[src/rtl/tssp_pkg.sv]
// Shared types and constants for the transport stream section packetizer.
package tssp_pkg;

  localparam int unsigned POS_W      = 8;
  localparam int unsigned LEN_W      = 16;
  localparam int unsigned CC_W       = 4;
  localparam int unsigned PID_W      = 13;
  localparam int unsigned WORD_W     = 64;
  localparam int unsigned WORD_BYTES = 8;
  localparam int unsigned FILL_W     = 3;
  localparam int unsigned CNT_W      = 4;

  localparam logic [1:0] ERR_OK  = 2'd0;
  localparam logic [1:0] ERR_LEN = 2'd1;
  localparam logic [1:0] ERR_SEQ = 2'd2;

  localparam logic [7:0] SYNC_BYTE      = 8'h47;
  localparam logic [7:0] UNIT_START_BIT = 8'h40;
  localparam logic [7:0] PAYLOAD_ONLY   = 8'h10;
  localparam logic [7:0] POINTER_BYTE   = 8'h00;
  localparam logic [7:0] FILL_BYTE      = 8'hFF;

  typedef enum logic [2:0] {
    ST_IDLE,
    ST_HDR,
    ST_PTR,
    ST_DATA,
    ST_PAD
  } state_e;

  typedef enum logic [2:0] {
    K_SEQ_ERR,
    K_LEN_ERR,
    K_NOP,
    K_STUFF,
    K_FIRST,
    K_CONT_HDR,
    K_CONT_DIRECT,
    K_DROP
  } kind_e;

  typedef enum logic [2:0] {
    B_SYNC,
    B_PID_HI,
    B_PID_LO,
    B_CC,
    B_PTR,
    B_DATA_IN,
    B_DATA_Q,
    B_FILL
  } bsel_e;

  typedef struct packed {
    logic       accept;
    logic       append;
    bsel_e      bsel;
    logic       sec_last;
    logic       status;
    logic [1:0] err;
    logic       live_cnt;
  } cmd_t;

  typedef struct packed {
    kind_e kind;
    logic  out_free;
    logic  pkt_last;
    logic  sec_in;
    logic  sec_q;
    logic  unit_q;
    logic  stuff_q;
  } stat_t;

endpackage

[src/rtl/tssp_datapath.sv]
// Datapath: item decode, packet position and counter, word assembly, output register.
module tssp_datapath import tssp_pkg::*; #(
  parameter int unsigned PACKET_BYTES = 188,
  parameter int unsigned MAX_SECTION  = 4096
) (
  input  logic                clk_i,
  input  logic                rst_ni,
  input  logic                stream_pid_we_i,
  input  logic [PID_W-1:0]    stream_pid_i,
  input  logic                req_type_i,
  input  logic [7:0]          data_byte_i,
  input  logic                first_of_section_i,
  input  logic [LEN_W-1:0]    section_length_i,
  input  cmd_t                cmd_i,
  output stat_t               stat_o,
  output logic                out_valid_o,
  input  logic                out_stall_i,
  output logic [WORD_W-1:0]   out_word_o,
  output logic [CNT_W-1:0]    byte_count_o,
  output logic                packet_end_o,
  output logic                section_end_o,
  output logic [1:0]          error_code_o,
  output logic [CC_W-1:0]     counter_now_o
);

  logic [PID_W-1:0]  pid_q;
  logic [CC_W-1:0]   cc_q;
  logic [POS_W-1:0]  pos_q;
  logic [LEN_W-1:0]  rem_q;
  logic [WORD_W-1:0] asm_q;
  logic [FILL_W-1:0] fill_q;
  logic              drop_q;
  logic [7:0]        byte_q;
  logic              unit_q;
  logic              stuff_q;
  logic [CC_W-1:0]   cnt_item_q;

  logic              out_valid_q;
  logic [WORD_W-1:0] out_word_q;
  logic [CNT_W-1:0]  out_cnt_q;
  logic              out_pend_q;
  logic              out_send_q;
  logic [1:0]        out_err_q;
  logic [CC_W-1:0]   out_cc_q;

  logic              pending;
  logic              len_bad;
  kind_e             kind;
  logic              ends_in;
  logic [CC_W-1:0]   cnt_in;
  logic [LEN_W-1:0]  rem_dec;
  logic [7:0]        app_byte;
  logic [POS_W-1:0]  pos_n;
  logic              pkt_last;
  logic [WORD_W-1:0] asm_n;
  logic [FILL_W:0]   fill_n;
  logic              word_done;
  logic [6:0]        shamt;
  logic [WORD_W-1:0] word_aligned;
  logic              out_free;

  assign pending = (rem_q != '0);
  assign len_bad = (section_length_i == '0) || (section_length_i > LEN_W'(MAX_SECTION));
  assign rem_dec = rem_q - LEN_W'(1);

  always_comb begin
    kind = K_NOP;
    if (req_type_i) begin
      if (pending)           kind = K_SEQ_ERR;
      else if (cc_q != '0)   kind = K_STUFF;
      else                   kind = K_NOP;
    end else if (first_of_section_i) begin
      if (pending)           kind = K_SEQ_ERR;
      else if (len_bad)      kind = K_LEN_ERR;
      else                   kind = K_FIRST;
    end else begin
      if (!pending)          kind = K_SEQ_ERR;
      else if (drop_q)       kind = K_DROP;
      else if (pos_q == '0)  kind = K_CONT_HDR;
      else                   kind = K_CONT_DIRECT;
    end
  end

  // An item ends at most one packet, and that packet end is its last byte.
  always_comb begin
    case (kind)
      K_STUFF:       ends_in = 1'b1;
      K_FIRST:       ends_in = (section_length_i == LEN_W'(1));
      K_CONT_HDR:    ends_in = (rem_q == LEN_W'(1));
      K_CONT_DIRECT: ends_in = (rem_q == LEN_W'(1)) || (pos_n >= POS_W'(PACKET_BYTES));
      default:       ends_in = 1'b0;
    endcase
  end
  assign cnt_in = cc_q + CC_W'(ends_in);

  always_comb begin
    case (cmd_i.bsel)
      B_SYNC:    app_byte = SYNC_BYTE;
      B_PID_HI:  app_byte = (unit_q ? UNIT_START_BIT : 8'h00) | {3'b000, pid_q[12:8]};
      B_PID_LO:  app_byte = pid_q[7:0];
      B_CC:      app_byte = PAYLOAD_ONLY | {4'h0, cc_q};
      B_PTR:     app_byte = POINTER_BYTE;
      B_DATA_IN: app_byte = data_byte_i;
      B_DATA_Q:  app_byte = byte_q;
      B_FILL:    app_byte = FILL_BYTE;
      default:   app_byte = FILL_BYTE;
    endcase
  end

  assign pos_n        = pos_q + POS_W'(1);
  assign pkt_last     = (pos_n >= POS_W'(PACKET_BYTES));
  assign asm_n        = {asm_q[WORD_W-9:0], app_byte};
  assign fill_n       = {1'b0, fill_q} + (FILL_W+1)'(1);
  assign word_done    = pkt_last || (fill_n == (FILL_W+1)'(WORD_BYTES));
  assign shamt        = {(4'(WORD_BYTES) - fill_n), 3'b000};
  assign word_aligned = asm_n << shamt;
  assign out_free     = !out_valid_q || !out_stall_i;

  assign stat_o.kind     = kind;
  assign stat_o.out_free = out_free;
  assign stat_o.pkt_last = pkt_last;
  assign stat_o.sec_in   = (rem_q == LEN_W'(1));
  assign stat_o.sec_q    = (rem_q == '0) && !stuff_q;
  assign stat_o.unit_q   = unit_q;
  assign stat_o.stuff_q  = stuff_q;

  always_ff @(posedge clk_i or negedge rst_ni) begin
    if (!rst_ni) begin
      pid_q  <= '0;
      cc_q   <= '0;
      pos_q  <= '0;
      rem_q  <= '0;
      asm_q  <= '0;
      fill_q <= '0;
      drop_q <= 1'b0;
    end else begin
      if (stream_pid_we_i) begin
        pid_q <= stream_pid_i;
      end
      if (cmd_i.append) begin
        pos_q  <= pkt_last ? '0 : pos_n;
        asm_q  <= word_done ? '0 : asm_n;
        fill_q <= word_done ? '0 : fill_n[FILL_W-1:0];
        if (pkt_last) begin
          cc_q <= cc_q + CC_W'(1);
        end
      end
      if (cmd_i.accept) begin
        case (kind)
          K_LEN_ERR: begin
            // A zero length opens nothing; a long one swallows the rest of its bytes.
            rem_q  <= (section_length_i == '0) ? '0 : section_length_i - LEN_W'(1);
            drop_q <= (section_length_i > LEN_W'(1));
          end
          K_FIRST: begin
            rem_q  <= section_length_i - LEN_W'(1);
            drop_q <= 1'b0;
          end
          K_CONT_HDR, K_CONT_DIRECT: begin
            rem_q <= rem_dec;
          end
          K_DROP: begin
            rem_q <= rem_dec;
            if (rem_dec == '0) begin
              drop_q <= 1'b0;
            end
          end
          default: begin
          end
        endcase
      end
    end
  end

  always_ff @(posedge clk_i) begin
    if (cmd_i.accept) begin
      byte_q     <= data_byte_i;
      unit_q     <= (kind == K_FIRST);
      stuff_q    <= (kind == K_STUFF);
      cnt_item_q <= cnt_in;
    end
  end

  always_ff @(posedge clk_i or negedge rst_ni) begin
    if (!rst_ni) begin
      out_valid_q <= 1'b0;
    end else if (cmd_i.status || (cmd_i.append && word_done)) begin
      out_valid_q <= 1'b1;
    end else if (!out_stall_i) begin
      out_valid_q <= 1'b0;
    end
  end

  always_ff @(posedge clk_i) begin
    if (cmd_i.status) begin
      out_word_q <= '0;
      out_cnt_q  <= '0;
      out_pend_q <= 1'b0;
      out_send_q <= 1'b0;
      out_err_q  <= cmd_i.err;
      out_cc_q   <= cc_q;
    end else if (cmd_i.append && word_done) begin
      out_word_q <= word_aligned;
      out_cnt_q  <= fill_n;
      out_pend_q <= pkt_last;
      out_send_q <= pkt_last && cmd_i.sec_last;
      out_err_q  <= ERR_OK;
      out_cc_q   <= cmd_i.live_cnt ? cnt_in : cnt_item_q;
    end
  end

  assign out_valid_o   = out_valid_q;
  assign out_word_o    = out_word_q;
  assign byte_count_o  = out_cnt_q;
  assign packet_end_o  = out_pend_q;
  assign section_end_o = out_send_q;
  assign error_code_o  = out_err_q;
  assign counter_now_o = out_cc_q;

  // A packet boundary always flushes the partial word.
  a_flush_at_boundary: assert property (@(posedge clk_i) disable iff (!rst_ni)
    (pos_q == '0) |-> (fill_q == '0)) else $error("partial word left at packet start");

  a_drop_needs_pending: assert property (@(posedge clk_i) disable iff (!rst_ni)
    (rem_q == '0) |-> !drop_q) else $error("drop flag set with no section pending");

  a_pos_in_packet: assert property (@(posedge clk_i) disable iff (!rst_ni)
    pos_q < POS_W'(PACKET_BYTES)) else $error("packet position past packet size");

endmodule

[src/rtl/tssp_ctrl.sv]
// Controller state machine: sequences header, pointer, data and fill bytes.
module tssp_ctrl import tssp_pkg::*; (
  input  logic  clk_i,
  input  logic  rst_ni,
  input  logic  in_valid_i,
  output logic  in_stall_o,
  input  stat_t stat_i,
  output cmd_t  cmd_o
);

  state_e     state_q, state_d;
  logic [1:0] idx_q, idx_d;

  always_ff @(posedge clk_i or negedge rst_ni) begin
    if (!rst_ni) begin
      state_q <= ST_IDLE;
      idx_q   <= '0;
    end else begin
      state_q <= state_d;
      idx_q   <= idx_d;
    end
  end

  // Next state.
  always_comb begin
    state_d = state_q;
    idx_d   = idx_q;
    case (state_q)
      ST_IDLE: begin
        if (in_valid_i && stat_i.out_free) begin
          case (stat_i.kind)
            K_STUFF, K_FIRST, K_CONT_HDR: state_d = ST_HDR;
            K_CONT_DIRECT: begin
              if (stat_i.sec_in && !stat_i.pkt_last) state_d = ST_PAD;
            end
            default: state_d = ST_IDLE;
          endcase
        end
      end
      ST_HDR: begin
        if (stat_i.out_free) begin
          idx_d = idx_q + 2'd1;
          if (idx_q == 2'd3) begin
            if (stat_i.unit_q)       state_d = ST_PTR;
            else if (stat_i.stuff_q) state_d = ST_PAD;
            else                     state_d = ST_DATA;
          end
        end
      end
      ST_PTR: begin
        if (stat_i.out_free) state_d = ST_DATA;
      end
      ST_DATA: begin
        if (stat_i.out_free) begin
          state_d = (stat_i.sec_q && !stat_i.pkt_last) ? ST_PAD : ST_IDLE;
        end
      end
      ST_PAD: begin
        if (stat_i.out_free && stat_i.pkt_last) state_d = ST_IDLE;
      end
      default: state_d = ST_IDLE;
    endcase
  end

  // Outputs.
  always_comb begin
    cmd_o          = '0;
    cmd_o.bsel     = B_SYNC;
    cmd_o.err      = ERR_OK;
    in_stall_o     = !((state_q == ST_IDLE) && stat_i.out_free);
    case (state_q)
      ST_IDLE: begin
        if (in_valid_i && stat_i.out_free) begin
          cmd_o.accept   = 1'b1;
          cmd_o.live_cnt = 1'b1;
          case (stat_i.kind)
            K_SEQ_ERR: begin
              cmd_o.status = 1'b1;
              cmd_o.err    = ERR_SEQ;
            end
            K_LEN_ERR: begin
              cmd_o.status = 1'b1;
              cmd_o.err    = ERR_LEN;
            end
            K_CONT_DIRECT: begin
              cmd_o.append   = 1'b1;
              cmd_o.bsel     = B_DATA_IN;
              cmd_o.sec_last = stat_i.sec_in;
            end
            default: begin
            end
          endcase
        end
      end
      ST_HDR: begin
        cmd_o.append = stat_i.out_free;
        case (idx_q)
          2'd0:    cmd_o.bsel = B_SYNC;
          2'd1:    cmd_o.bsel = B_PID_HI;
          2'd2:    cmd_o.bsel = B_PID_LO;
          default: cmd_o.bsel = B_CC;
        endcase
      end
      ST_PTR: begin
        cmd_o.append = stat_i.out_free;
        cmd_o.bsel   = B_PTR;
      end
      ST_DATA: begin
        cmd_o.append   = stat_i.out_free;
        cmd_o.bsel     = B_DATA_Q;
        cmd_o.sec_last = stat_i.sec_q;
      end
      ST_PAD: begin
        cmd_o.append   = stat_i.out_free;
        cmd_o.bsel     = B_FILL;
        cmd_o.sec_last = stat_i.sec_q;
      end
      default: begin
      end
    endcase
  end

  a_idx_only_in_hdr: assert property (@(posedge clk_i) disable iff (!rst_ni)
    (state_q != ST_HDR) |-> (idx_q == '0)) else $error("header index left nonzero");

  a_pad_ends_item: assert property (@(posedge clk_i) disable iff (!rst_ni)
    (state_q == ST_PAD && cmd_o.append && stat_i.pkt_last) |=> (state_q == ST_IDLE))
    else $error("fill did not stop at packet end");

  a_stall_when_busy: assert property (@(posedge clk_i) disable iff (!rst_ni)
    (state_q != ST_IDLE) |-> in_stall_o) else $error("input taken while busy");

endmodule

[src/rtl/ts_section_packetizer_core.sv]
// Top level of the transport stream section packetizer.
//
//  Channel   Direction  Handshake                   Payload
//  --------  ---------  --------------------------  --------------------------------------
//  input     in         in_valid_i / in_stall_o     req_type, data_byte, first_of_section,
//                                                   section_length
//  output    out        out_valid_o / out_stall_i   out_word, byte_count, packet_end,
//                                                   section_end, error_code, counter_now
//  config    in         stream_pid_we_i             stream_pid (13 bits)
//
// A section byte in the middle of a packet is taken straight from the idle state. A byte
// that opens a packet is preceded by the four header bytes, the first byte of a section
// by the header and pointer byte, and a byte that closes a section is followed by fill
// bytes up to the packet end. Stuffing sends a header and fill up to the packet end. The
// word assembler places one packet byte per cycle while the output register is free.
// Reset is asynchronous and active low; it clears the counter, packet position, pending
// section state and the output valid flag. Each cycle of output stall holds the byte
// sequencer whenever a finished word is waiting, and no new transaction is taken then.
module ts_section_packetizer_core import tssp_pkg::*; #(
  parameter int unsigned PACKET_BYTES = 188,
  parameter int unsigned MAX_SECTION  = 4096
) (
  input  logic                clk_i,
  input  logic                rst_ni,
  input  logic                stream_pid_we_i,
  input  logic [PID_W-1:0]    stream_pid_i,
  input  logic                in_valid_i,
  output logic                in_stall_o,
  input  logic                req_type_i,
  input  logic [7:0]          data_byte_i,
  input  logic                first_of_section_i,
  input  logic [LEN_W-1:0]    section_length_i,
  output logic                out_valid_o,
  input  logic                out_stall_i,
  output logic [WORD_W-1:0]   out_word_o,
  output logic [CNT_W-1:0]    byte_count_o,
  output logic                packet_end_o,
  output logic                section_end_o,
  output logic [1:0]          error_code_o,
  output logic [CC_W-1:0]     counter_now_o
);

  cmd_t  cmd;
  stat_t stat;

  // The controller owns sequencing; the datapath decodes each transaction and reports
  // its kind, and it also holds the finished-word register that decouples the sides.
  tssp_ctrl u_ctrl (
    .clk_i      (clk_i),
    .rst_ni     (rst_ni),
    .in_valid_i (in_valid_i),
    .in_stall_o (in_stall_o),
    .stat_i     (stat),
    .cmd_o      (cmd)
  );

  tssp_datapath #(
    .PACKET_BYTES (PACKET_BYTES),
    .MAX_SECTION  (MAX_SECTION)
  ) u_datapath (
    .clk_i              (clk_i),
    .rst_ni             (rst_ni),
    .stream_pid_we_i    (stream_pid_we_i),
    .stream_pid_i       (stream_pid_i),
    .req_type_i         (req_type_i),
    .data_byte_i        (data_byte_i),
    .first_of_section_i (first_of_section_i),
    .section_length_i   (section_length_i),
    .cmd_i              (cmd),
    .stat_o             (stat),
    .out_valid_o        (out_valid_o),
    .out_stall_i        (out_stall_i),
    .out_word_o         (out_word_o),
    .byte_count_o       (byte_count_o),
    .packet_end_o       (packet_end_o),
    .section_end_o      (section_end_o),
    .error_code_o       (error_code_o),
    .counter_now_o      (counter_now_o)
  );

endmodule

[config.mk]
export PLATFORM = sky130hd
export DESIGN_NAME = ts_section_packetizer_core
export DESIGN_NICKNAME = d
export VERILOG_FILES = /design/src/rtl/tssp_pkg.sv /design/src/rtl/tssp_datapath.sv /design/src/rtl/tssp_ctrl.sv /design/src/rtl/ts_section_packetizer_core.sv
export SDC_FILE = /design/constraint.sdc
export NUM_CORES = 1
export LEC_CHECK = 0
export ABC_CLOCK_PERIOD_IN_PS = 7450
export BUFFER_PORTS_ARGS = -buffer_cell sky130_fd_sc_hd__buf_2
export CAP_MARGIN = 0
export CORE_ASPECT_RATIO = 0.8
export CORE_UTILIZATION = 45
export CTS_BUF_LIST = sky130_fd_sc_hd__clkbuf_8
export CTS_CLUSTER_DIAMETER = 40
export DETAILED_ROUTE_END_ITERATION = 16
export HOLD_SLACK_MARGIN = 0.03
export PLACE_DENSITY = 0.64
export SYNTH_ARGS = -nofsm -noshare
export SYNTH_HDL_FRONTEND = slang
export SYNTH_SLANG_ARGS = --single-unit
[constraint.sdc]
create_clock -name clk_i -period 7.45 [get_ports clk_i]
set_clock_uncertainty 0.05 [all_clocks]
set_input_delay 0.745 -clock clk_i [delete_from_list [all_inputs] [get_ports clk_i]]
set_output_delay 0.745 -clock clk_i [all_outputs]
set_load 0.03 [all_outputs]
=== Yosys cells after proc, flatten, opt, wreduce, memory -nomap -nowiden ===
Index checks and enable logic that the tools add are counted.
W data, S select, Z words.

* Flip-flop bits (word level): 197
* Bits in latches: 0
* Memory bits (writable): 0
* Bits in read-only memories: 0
* Input port bits: 44
* Output and inout port bits: 78
* Word-level logic and storage cells: 150
* Memories: 0

* $add $sub $neg: 8
* Multipliers: 0
* Div/mod/pow operators: 0
* $lt $le $gt $ge: 3
* Eq/ne operators: 32
* Shifts and indexed selects: 1
* Muxes and demuxes: 46
* Bitwise operators: 1
* Reductions and logical operators: 39

{| class="wikitable"
|+ Operator list
! kind !! number
|-
| $pmux W8 S8 || 1
|-
| $shl A64 B7 Y64 || 1
|-
| $mux W56 || 1
|-
| $mux W3 || 17
|-
| $logic_not A16 Y1 || 3
|-
| $pmux W16 S3 || 1
|-
| $eq A16 B1 Y1 const B || 2
|-
| $sub A16 B1 Y16 const B || 2
|-
| $eq A3 B3 Y1 const B || 9
|-
| $pmux W4 S5 || 1
|-
| $gt A16 B1 Y1 const B || 1
|-
| $gt A16 B13 Y1 const B || 1
|-
| $mux W16 || 1
|-
| $mux W4 || 4
|-
| $reduce_bool A16 Y1 || 1
|-
| $eq A3 B2 Y1 const B || 5
|-
| $pmux W3 S5 || 1
|-
| $ne A2 B1 Y1 const B || 7
|-
| $pmux W3 S2 || 2
|-
| $mux W10 || 1
|-
| $eq A3 B1 Y1 const B || 3
|-
| $logic_not A3 Y1 || 3
|-
| $add A8 B1 Y8 const B || 1
|-
| $ge A8 B8 Y1 const B || 1
|-
| other kinds (33) || 60
|}

=== Depth between registers and ports, before layout ===
Gate-level depths: netlist of run 1.

* Depth in word-level cells: 13
* Gate-level depth with buffers: 14

=== By module ===
From an unflattened synthesis of run 1, not the netlist that was laid out.

* Cell total of the unflattened synthesis: 1042
* Area, all modules: 10712.8 µm²

{| class="wikitable"
|+ By module, submodules not included
! module !! instances !! cells each !! area each (µm²)
|-
| tssp_datapath || 1 || 972 || 10161.0
|-
| tssp_ctrl || 1 || 70 || 551.8
|}

=== Least setup slack after synthesis of run 1 ===
OpenSTA, ideal clock, no wires.

* Path type: input -> register
* From: input section_length_i[0]
* To: register u_datapath.out_cc_q[2] (netlist: u_datapath.counter_now_o[2]) (data pin)
* Arrival time: 3.528 ns
* Required time: 7.138 ns
* Slack: 3.610 ns
* Cell stages on the path: 14
* Path through: inv_1 > ha_1 > or3b_1 > clkbuf_1 > or4_4 > and4_1 > a21oi_1 > o211ai_1 > a21o_1 > ha_1 > ha_1 > xor2_1 > mux2i_1 > o21ai_0

* Cells in the longest elaborated chain, start to end: 12
* Elaborated cells on any way between the ends: 22
* Those cells by class: add/sub: 1; order compare: 1; eq/ne: 6; mux: 11; reduce/logical: 3

{| class="wikitable"
|+ Ends and longest elaborated chain
! item !! line !! text
|-
| start: declaration || ts_section_packetizer_core.sv:32 || <nowiki>input logic [LEN_W-1:0] section_length_i,</nowiki>
|-
| $gt A16 B13 Y1 / $logic_not A16 Y1 (equally long branches) || tssp_datapath.sv:63 || <nowiki>assign len_bad = (section_length_i == '0) || (section_length_i > LEN_W'(MAX_SECTION));</nowiki>
|-
| $logic_or A1 B1 Y1 || tssp_datapath.sv:63 ||
|-
| $mux W3 || tssp_datapath.sv:74 || <nowiki>else if (len_bad) kind = K_LEN_ERR;</nowiki>
|-
| $mux W3 || tssp_datapath.sv:73 || <nowiki>if (pending) kind = K_SEQ_ERR;</nowiki>
|-
| $mux W3 || tssp_datapath.sv:72 || <nowiki>end else if (first_of_section_i) begin</nowiki>
|-
| $mux W3 || tssp_datapath.sv:68 || <nowiki>if (req_type_i) begin</nowiki>
|-
| $eq A3 B3 Y1 / $eq A3 B2 Y1 (equally long branches) || tssp_datapath.sv:86 || <nowiki>case (kind)</nowiki>
|-
| $pmux W1 S4 * || tssp_datapath.sv:86 ||
|-
| $add A4 B1 Y4 * || tssp_datapath.sv:94 || <nowiki>assign cnt_in = cc_q + CC_W'(ends_in);</nowiki>
|-
| via u_datapath.cnt_in[2] || tssp_datapath.sv:50 || <nowiki>logic [CC_W-1:0] cnt_in;</nowiki>
|-
| $mux W4 * || tssp_datapath.sv:208 || <nowiki>out_cc_q <= cmd_i.live_cnt ? cnt_in : cnt_item_q;</nowiki>
|-
| $mux W4 * || tssp_datapath.sv:202 || <nowiki>end else if (cmd_i.append && word_done) begin</nowiki>
|-
| $mux W4 * || tssp_datapath.sv:195 || <nowiki>if (cmd_i.status) begin</nowiki>
|-
| end signal: assignment || tssp_datapath.sv:201 || <nowiki>out_cc_q <= cc_q;</nowiki>
|-
| end signal: assignment || tssp_datapath.sv:208 ||
|-
| end: declaration || tssp_datapath.sv:44 || <nowiki>logic [CC_W-1:0] out_cc_q;</nowiki>
|}

Mark *: on every way through the listed nets, which the timed path passes. The rest lies on a longest branch. The select of a mux whose other input is x is not followed.
A chain may end at the register's enable or synchronous reset.

=== Final worst setup path of run 1 ===
* From: register u_ctrl.state_q[2]
* To: register u_datapath.out_cc_q[1] (netlist: u_datapath.counter_now_o[1]), enable pin

* Cells in the longest elaborated chain, start to end: 4
* Elaborated cells on any way between the ends: 9
* Those cells by class: eq/ne: 4; mux: 2; reduce/logical: 3

{| class="wikitable"
|+ Ends and longest elaborated chain
! item !! line !! text
|-
| start: declaration || tssp_ctrl.sv:11 || <nowiki>state_e state_q, state_d;</nowiki>
|-
| start signal: assignment || tssp_ctrl.sv:19 || <nowiki>state_q <= state_d;</nowiki>
|-
| $eq A3 B3 Y1 (tied with other cells) || tssp_ctrl.sv:71 || <nowiki>case (state_q)</nowiki>
|-
| $pmux W4 S5 || tssp_ctrl.sv:71 ||
|-
| $logic_and A1 B1 Y1 || tssp_datapath.sv:202 ||
|-
| $reduce_bool A2 Y1 (no line) * || n/a ||
|}

Every way passes the cells marked *; elsewhere a longest branch is shown, timed or not.

==> results.yml, run 1 <==
logic_synthesis:
  yosysMostFrequentCell: "sky130_fd_sc_hd__dfrtp_1"
  synth_enable_flop_cells: 20
  synth.area.top_cells: "sky130_fd_sc_hd__dfrtp_1 (25%), sky130_fd_sc_hd__dfxtp_1 (13%), sky130_fd_sc_hd__mux4_2 (6.7%), sky130_fd_sc_hd__a22o_1 (6.3%), sky130_fd_sc_hd__edfxtp_1 (5.6%)"
  synthArstFlopShare_pct: 54.3
  synth_seq_area_share_pct: 43.5
  netlist.top_cell.by_area: "sky130_fd_sc_hd__dfrtp_1"
  syn_avg_cell_area_um2: 10.2
  yosys_warnings: 0
  netlist_area_mm2: 0.0108
  post_synth_inst_count: 1060
  yosys.area.top_type_share_pct: 24.9
  syn-num-nets: 1118
  synth-main-ff-cell: "sky130_fd_sc_hd__dfrtp_1"
  synth.ff_latch_count: 197
  post_synth_num_cell_types: 79
  synthTopCellsByCount: "sky130_fd_sc_hd__dfrtp_1 (107), sky130_fd_sc_hd__a22o_1 (77), sky130_fd_sc_hd__nand2_1 (71), sky130_fd_sc_hd__dfxtp_1 (70), sky130_fd_sc_hd__nand3_1 (65)"
sta:
  slew_violations: 0
  setup_viol: 0
  timing.setup.tns_ps: 0
  timing.max_slew.rel_slack_pct: 21.4
  hold_ws_ps: 167
  fmaxAchievable_mhz: 228
  timing_worst_slew_pin_value_ps: 1170
  report.final.hold_viol_count: 0
  fin_crit_sh_pct: 58.7
  grt_setup_unrepaired: "no"
  minimum_setup_slack_in_the_final_design_ps: 3070
  layout_min_cycle_time_ps: 4380
layout:
  final_cells: 1459
  insertedDiodeCount: 0
  finish.net_count: 1192
  post_route_cells_drive_above_1_share_pct: 21.0
  syn_to_final_growth_pct: 11.0
  seqCellArea_mm2: 0.00468
  multi_input_comb_area_mm2: 0.00566
  layout_cell_area_excl_fill_mm2: 0.0119
  postLayoutCoreUtil_pct: 50.9
  num-fill-cells: 2135
power_and_ir_drop:
  power_frac_comb_pct: 49.8
  worst_ir_drop_vdd_uv: 193
  p_sw_share_pct: 47.8
  netSwitchingPower_mw: 2.47
  report.power.total_mw: 5.17
  leakagePower_nw: 4.85
  power_density_mw_per_mm2: 433
  cell_internal_pwr_mw: 2.70
  share_seq_of_total_power_pct: 36.5
  clock_power_share_pct: 13.6
floorplan:
  floorplan.core_area_mm2: 0.0235
  floorplan.die.width_um: 175
  floorplan.initialDensity_pct: 45.9
  num_rows: 50
  area_of_the_die_mm2: 0.0245
  ios: 122
  die_span_in_y_um: 140
clocking:
  cts.root.buffer_cell: "sky130_fd_sc_hd__clkbuf_8"
  cts_post_setup_buffers_inserted: 0
  cts_tree: "built"
  cts_num_sinks: 197
  clock_path_buffers: 2
  cts-hold-fix-buffers: 0
  inserted_clock_buffers: 17
  cts_htree_levels: 4
  clk_pin_slew_ps: 100
  latest_clock_arrival_within_the_worst_skew_pair_ps: 470
  post_cts_resized: 0
global_routing:
  grt_start_max_net_pins: 72
  grt_pass1_wl_um: 51200
  antenna_found_initial: 1
  grt-ovfl-total: 0
  track_usage_pct: 27.0
  first_global_vias: 8450
critical_path:
  worstSetupStartpointType: "register"
  r2r.worst_path.cells: 6
  worst_ep_arrival_time_ps: 4470
  worstReg2RegEnd: "u_datapath.counter_now_o[1]"
  end_kind: "register"
  worstReg2RegStart: "u_ctrl.state_q[2]"
  worstPathMaxFanout: 39
  path_class: "register to register"
  critical_path_required_ps: 7550
  setup.reg_to_reg.worst_slack_ps: 3070
route:
  route.vias.total: 9328
  detail_route.wl_per_cell_um: 22.3
  postRouteWirelength_um: 32500
  drt_pre_antenna_iters: 6
  detail_route.drc_violations: 0
  antenna_violating_nets_post_route: 0
  vias_per_cell: 6.39
  detail_route.iter0.violations: 1010
placement:
  port-buffer-count: 121
  placed_cell_area_mm2: 0.0116
  pre_cts_ws_ps: 2650
  placedCellCount: 1427
  dp.final_hpwl_um: 22800
  gp_congestion: 0.937
run_status:
  outcome: "finished, final reports clean"
flow_run:
  cap_violations: 0
worst_hold_path:
  hp-class: "input port to asynchronous set/reset pin"
how the worst max path moves through the flow:
stage	startpoint	end	slack (ps)
6_report	u_ctrl.state_q[2]	u_datapath.counter_now_o[1]	3070
5_1_grt	u_ctrl.state_q[2]	u_datapath.counter_now_o[1]	2730
4_1_cts	u_ctrl.state_q[2]	u_datapath.counter_now_o[1]	3040
3_5_place_dp	out_stall_i	u_datapath.counter_now_o[3]	2650
3_3_place_gp	out_stall_i	u_datapath.error_code_o[0]	2840
2_1_floorplan	section_length_i[0]	u_datapath.counter_now_o[2]	3610
layout make-up:
| type | count | share of cell area [%] |
|---|---|---|
| well taps | 312 | 3.27 |
| multi-input cells | 754 | 47.4 |
| inverters | 28 | 0.880 |
| flip-flops and latches | 197 | 39.2 |
| repair buffers | 136 | 6.03 |
| clock inverters | 15 | 1.27 |
| clock buffers | 17 | 1.96 |
cell usage in the layout (no fill, tap or decap), types with 25 or more instances in the layout:
cell type	instances
sky130_fd_sc_hd__a22o_1	77
sky130_fd_sc_hd__nand3_1	65
sky130_fd_sc_hd__dfrtp_1	106
sky130_fd_sc_hd__buf_2	120
sky130_fd_sc_hd__mux4_2	32
sky130_fd_sc_hd__a21oi_1	36
sky130_fd_sc_hd__o21ai_0	40
sky130_fd_sc_hd__nor2_1	58
sky130_fd_sc_hd__dfxtp_1	70
sky130_fd_sc_hd__nand2_1	71
sky130_fd_sc_hd__inv_1	28
sky130_fd_sc_hd__o211ai_1	25
sequential cells by signal, summed over array words and instances, names as in the netlist:
register and flops:
u_datapath.out_valid_o 1, u_datapath.unit_q 1, u_datapath.packet_end_o 1, u_datapath.cnt_item_q 4, u_ctrl.idx_q 2, u_ctrl.state_q 3
u_datapath.cc_q 4, u_datapath.section_end_o 1, u_datapath.fill_q 3, u_datapath.counter_now_o 4, u_datapath.byte_count_o 4, u_datapath.asm_q 56
u_datapath.out_word_o 64, u_datapath.pid_q 13, u_datapath.error_code_o 2, u_datapath.stuff_q 1, u_datapath.byte_q 8, u_datapath.drop_q 1
u_datapath.pos_q 8, u_datapath.rem_q 16
cells by family (layout without fill, tap and decap cells):
logic type | count (synthesis) | after routing | synth area share (%)
compound gates | 331 | 331 | 23.5
flops | 197 | 197 | 43.5
fa+ha+maj | 14 | 14 | 1.63
buf+inv | 109 | 196 | 4.26
xor+xnor | 22 | 22 | 1.79
mux | 60 | 60 | 9.49
simple gates | 327 | 327 | 15.9
worst max-delay path, stage by stage, from the launching register on:
cell	delay, ps
sky130_fd_sc_hd__dfrtp_1	680
sky130_fd_sc_hd__nor2b_1	150
sky130_fd_sc_hd__nand3_1	410
sky130_fd_sc_hd__clkinv_1	800
sky130_fd_sc_hd__o211a_1	690
sky130_fd_sc_hd__nor2_4	900
sky130_fd_sc_hd__inv_1	350
power groups by stage:
stage	combinational, mW	clock (mW)	sequential, mW
finish	2.58	0.705	1.89
global route	2.76	0.761	1.94
CTS	2.54	0.718	1.87
detailed placement	2.53	0	1.89
global placement	2.50	0	1.89
floorplan	1.69	0	1.92
metal layers:
metal	GRT usage [%]	vias to the layer above	share of wire, %
li1	-	4256	-
met1	44.8	4589	49
met3	7.25	28	11
met5	0	-	0.040
met2	34.0	453	39
met4	4.76	2	0.98
(Power assumes the default switching activity.)
==> run 2, diff against run 1 <==
ABC_AREA = 1   (was unset)
ABC_CLOCK_PERIOD_IN_PS = 4000   (was 7450)
PLACE_DENSITY = 0.67   (was 0.64)
clock period = 4 ns   (was 7.45 ns; I/O delays follow)
==> run 2 against run 1 <==
Wire length shrank 10%; highest routed layer is now met4; setup slack got worse by 2600 ps; non-clock buffer count is 5 higher; critical path depth rose by 10; register-to-register slack worse by 2600 ps; global-route usage shrank 1.1 points; first-iteration DRC count is 2.3% higher.
==> results.yml, run 2 <==
sta:
  setup_viol: 0
  timing.setup.tns_ps: 0
  timing.max_slew.rel_slack_pct: 36.6
  fmaxAchievable_mhz: 286
  layout_min_cycle_time_ps: 3490
  hold_ws_ps: 61.3
  fin_crit_sh_pct: 87.3
  report.final.hold_viol_count: 0
  timing_worst_slew_pin_value_ps: 951
  minimum_setup_slack_in_the_final_design_ps: 508
  slew_violations: 0
  grt_setup_unrepaired: "no"
critical_path:
  worst_ep_arrival_time_ps: 3800
  setup.reg_to_reg.worst_slack_ps: 510
  end_kind: "register"
  worstReg2RegStart: "u_datapath.rem_q[0]"
  r2r.worst_path.cells: 16
  setup.worst_path.end: "u_datapath.counter_now_o[2]"
  worstReg2RegEnd: "u_datapath.counter_now_o[2]"
  critical_path.startpoint: "u_datapath.rem_q[0]"
  path_class: "register to register"
  worstSetupStartpointType: "register"
  critical_path_required_ps: 4300
  worstPathMaxFanout: 7
route:
  drt_pre_antenna_iters: 7
  detail_route.wl_per_cell_um: 16.8
  detail_route.iter0.violations: 1033
  antenna_violating_nets_post_route: 0
  vias_per_cell: 5.43
  detail_route.drc_violations: 0
  postRouteWirelength_um: 29200
  route.vias.total: 9400
layout:
  syn_to_final_growth_pct: 13.1
  most-common-layout-cells: "sky130_fd_sc_hd__nand2_1 (329), sky130_fd_sc_hd__inv_1 (135), sky130_fd_sc_hd__o21ai_0 (129)"
  largest_reg_flops: 64
  layout_commonest_cell: "sky130_fd_sc_hd__nand2_1"
  layout_cell_area_excl_fill_mm2: 0.0115
  insertedDiodeCount: 0
  post_route_cells_drive_above_1_share_pct: 14.7
  postLayoutCoreUtil_pct: 52.6
  final_cells: 1731
  finish.net_count: 1476
clocking:
  cts_tree: "built"
  inserted_clock_buffers: 17
  cts_htree_levels: 4
  clock_path_buffers: 2
  clk_pin_slew_ps: 120
  post_cts_resized: 0
  cts.root.buffer_cell: "sky130_fd_sc_hd__clkbuf_8"
  cts_num_sinks: 197
  latest_clock_arrival_within_the_worst_skew_pair_ps: 490
worst_hold_path:
  hp-class: "input port to register"
logic_synthesis:
  yosys.area.top_type_share_pct: 26.3
  synth_seq_area_share_pct: 46.0
  yosysMostFrequentCell: "sky130_fd_sc_hd__nand2_1"
  yosys_warnings: 0
  post_synth_inst_count: 1313
  synth_enable_flop_cells: 20
  post_synth_num_cell_types: 53
  syn-num-nets: 1371
  syn_avg_cell_area_um2: 7.75
  netlist.top_cell.by_area: "sky130_fd_sc_hd__dfrtp_1"
  netlist_area_mm2: 0.0102
  synth-main-ff-cell: "sky130_fd_sc_hd__dfrtp_1"
  synthArstFlopShare_pct: 54.3
  synth.ff_latch_count: 197
  synthTopCellsByCount: "sky130_fd_sc_hd__nand2_1 (329), sky130_fd_sc_hd__inv_1 (135), sky130_fd_sc_hd__o21ai_0 (129), sky130_fd_sc_hd__dfrtp_1 (107), sky130_fd_sc_hd__nor2_1 (96)"
  synth.area.top_cells: "sky130_fd_sc_hd__dfrtp_1 (26%), sky130_fd_sc_hd__dfxtp_1 (14%), sky130_fd_sc_hd__nand2_1 (12%), sky130_fd_sc_hd__o21ai_0 (6.3%), sky130_fd_sc_hd__edfxtp_1 (5.9%)"
floorplan:
  ios: 122
  floorplan.die.width_um: 170
  die_span_in_y_um: 136
  floorplan.core_area_mm2: 0.0219
  area_of_the_die_mm2: 0.0232
  num_rows: 48
  floorplan.initialDensity_pct: 46.5
global_routing:
  antenna_found_initial: 0
  grt_pass1_wl_um: 46400
  grt_start_max_net_pins: 72
  first_global_vias: 8376
  track_usage_pct: 25.9
  grt-ovfl-total: 0
placement:
  dp.final_hpwl_um: 21000
  placedCellCount: 1696
  placed_cell_area_mm2: 0.0111
  pre_cts_ws_ps: 531
  port-buffer-count: 121
  gp_congestion: 0.893
power_and_ir_drop:
  worst_ir_drop_vdd_uv: 420
  leakagePower_nw: 5.47
  power_density_mw_per_mm2: 788
  report.power.total_mw: 9.07
run_status:
  outcome: "finished, final reports clean"
flow_run:
  cap_violations: 0
## run 2: kinds of logic after synthesis
family                     share of synthesized area, %
buffers and inverters                              7.83
adders and majority gates                          1.72
muxes                                             0.332
DFF                                                46.0
AOI/OAI and AO/OA                                  17.7
and+or+nand+nor                                    22.9
xor gates and xnor gates                           3.44
## run 2: critical path: stages (launching register included)
cell and delay, ps:
sky130_fd_sc_hd__dfrtp_1 410, sky130_fd_sc_hd__inv_1 130, sky130_fd_sc_hd__ha_1 270, sky130_fd_sc_hd__nand4_4 170
sky130_fd_sc_hd__nor2_2 210, sky130_fd_sc_hd__nand2_1 90, sky130_fd_sc_hd__inv_1 130, sky130_fd_sc_hd__nand3_1 150
sky130_fd_sc_hd__a21boi_4 200, sky130_fd_sc_hd__nand2_1 110, sky130_fd_sc_hd__nor2_1 50, sky130_fd_sc_hd__or4_1 540
sky130_fd_sc_hd__ha_1 230, sky130_fd_sc_hd__ha_1 190, sky130_fd_sc_hd__xor2_1 190, sky130_fd_sc_hd__nand2_1 80
sky130_fd_sc_hd__a31oi_1 160
## run 2: worst min path at each step
stage          cells past startpoint                 startpoint                         to
2_1_floorplan                      0                     rst_ni            u_ctrl.idx_q[0]
3_3_place_gp                       2  u_datapath.out_word_o[46]  u_datapath.out_word_o[46]
3_5_place_dp                       2  u_datapath.out_word_o[27]  u_datapath.out_word_o[27]
4_1_cts                            1             data_byte_i[6]       u_datapath.byte_q[6]
5_1_grt                            1             data_byte_i[4]       u_datapath.byte_q[4]
6_report                           3           stream_pid_i[10]       u_datapath.pid_q[10]
## run 2: cell type report
type,instances,area (µm²)
clock inverter,15,186
multi-input combinational,915,4700
clock buffer,17,234
sequential,197,4680
inverter,146,548
timing repair buffer,141,778
tap,300,375
fill,2096,10400
## run 2: timing repair
item	CTS	global route
setup buffers	0	0
hold buffers	2	1
hold endpoints to repair	14	1
endpoints found under the setup margin	0	0
## run 2: metal layers
| layer | GRT usage (%) | part of all wire [%] | wire [µm] | vias to the layer above |
|---|---|---|---|---|
| li1 | - | - | - | 4584 |
| met2 | 36.2 | 41 | 12000 | 395 |
| met4 | 8.66 | 2.0 | 588 | 0 |
| met3 | 3.93 | 7.2 | 2110 | 38 |
| met1 | 40.2 | 50 | 14500 | 4383 |
| met5 | 0 | 0 | 0 | - |
## run 2: power by group
part           leakage, nW  internal [mW]  switching, mW
clock                0.201          0.481          0.843
combinational         3.18           1.35           3.41
sequential            2.09           2.59          0.393
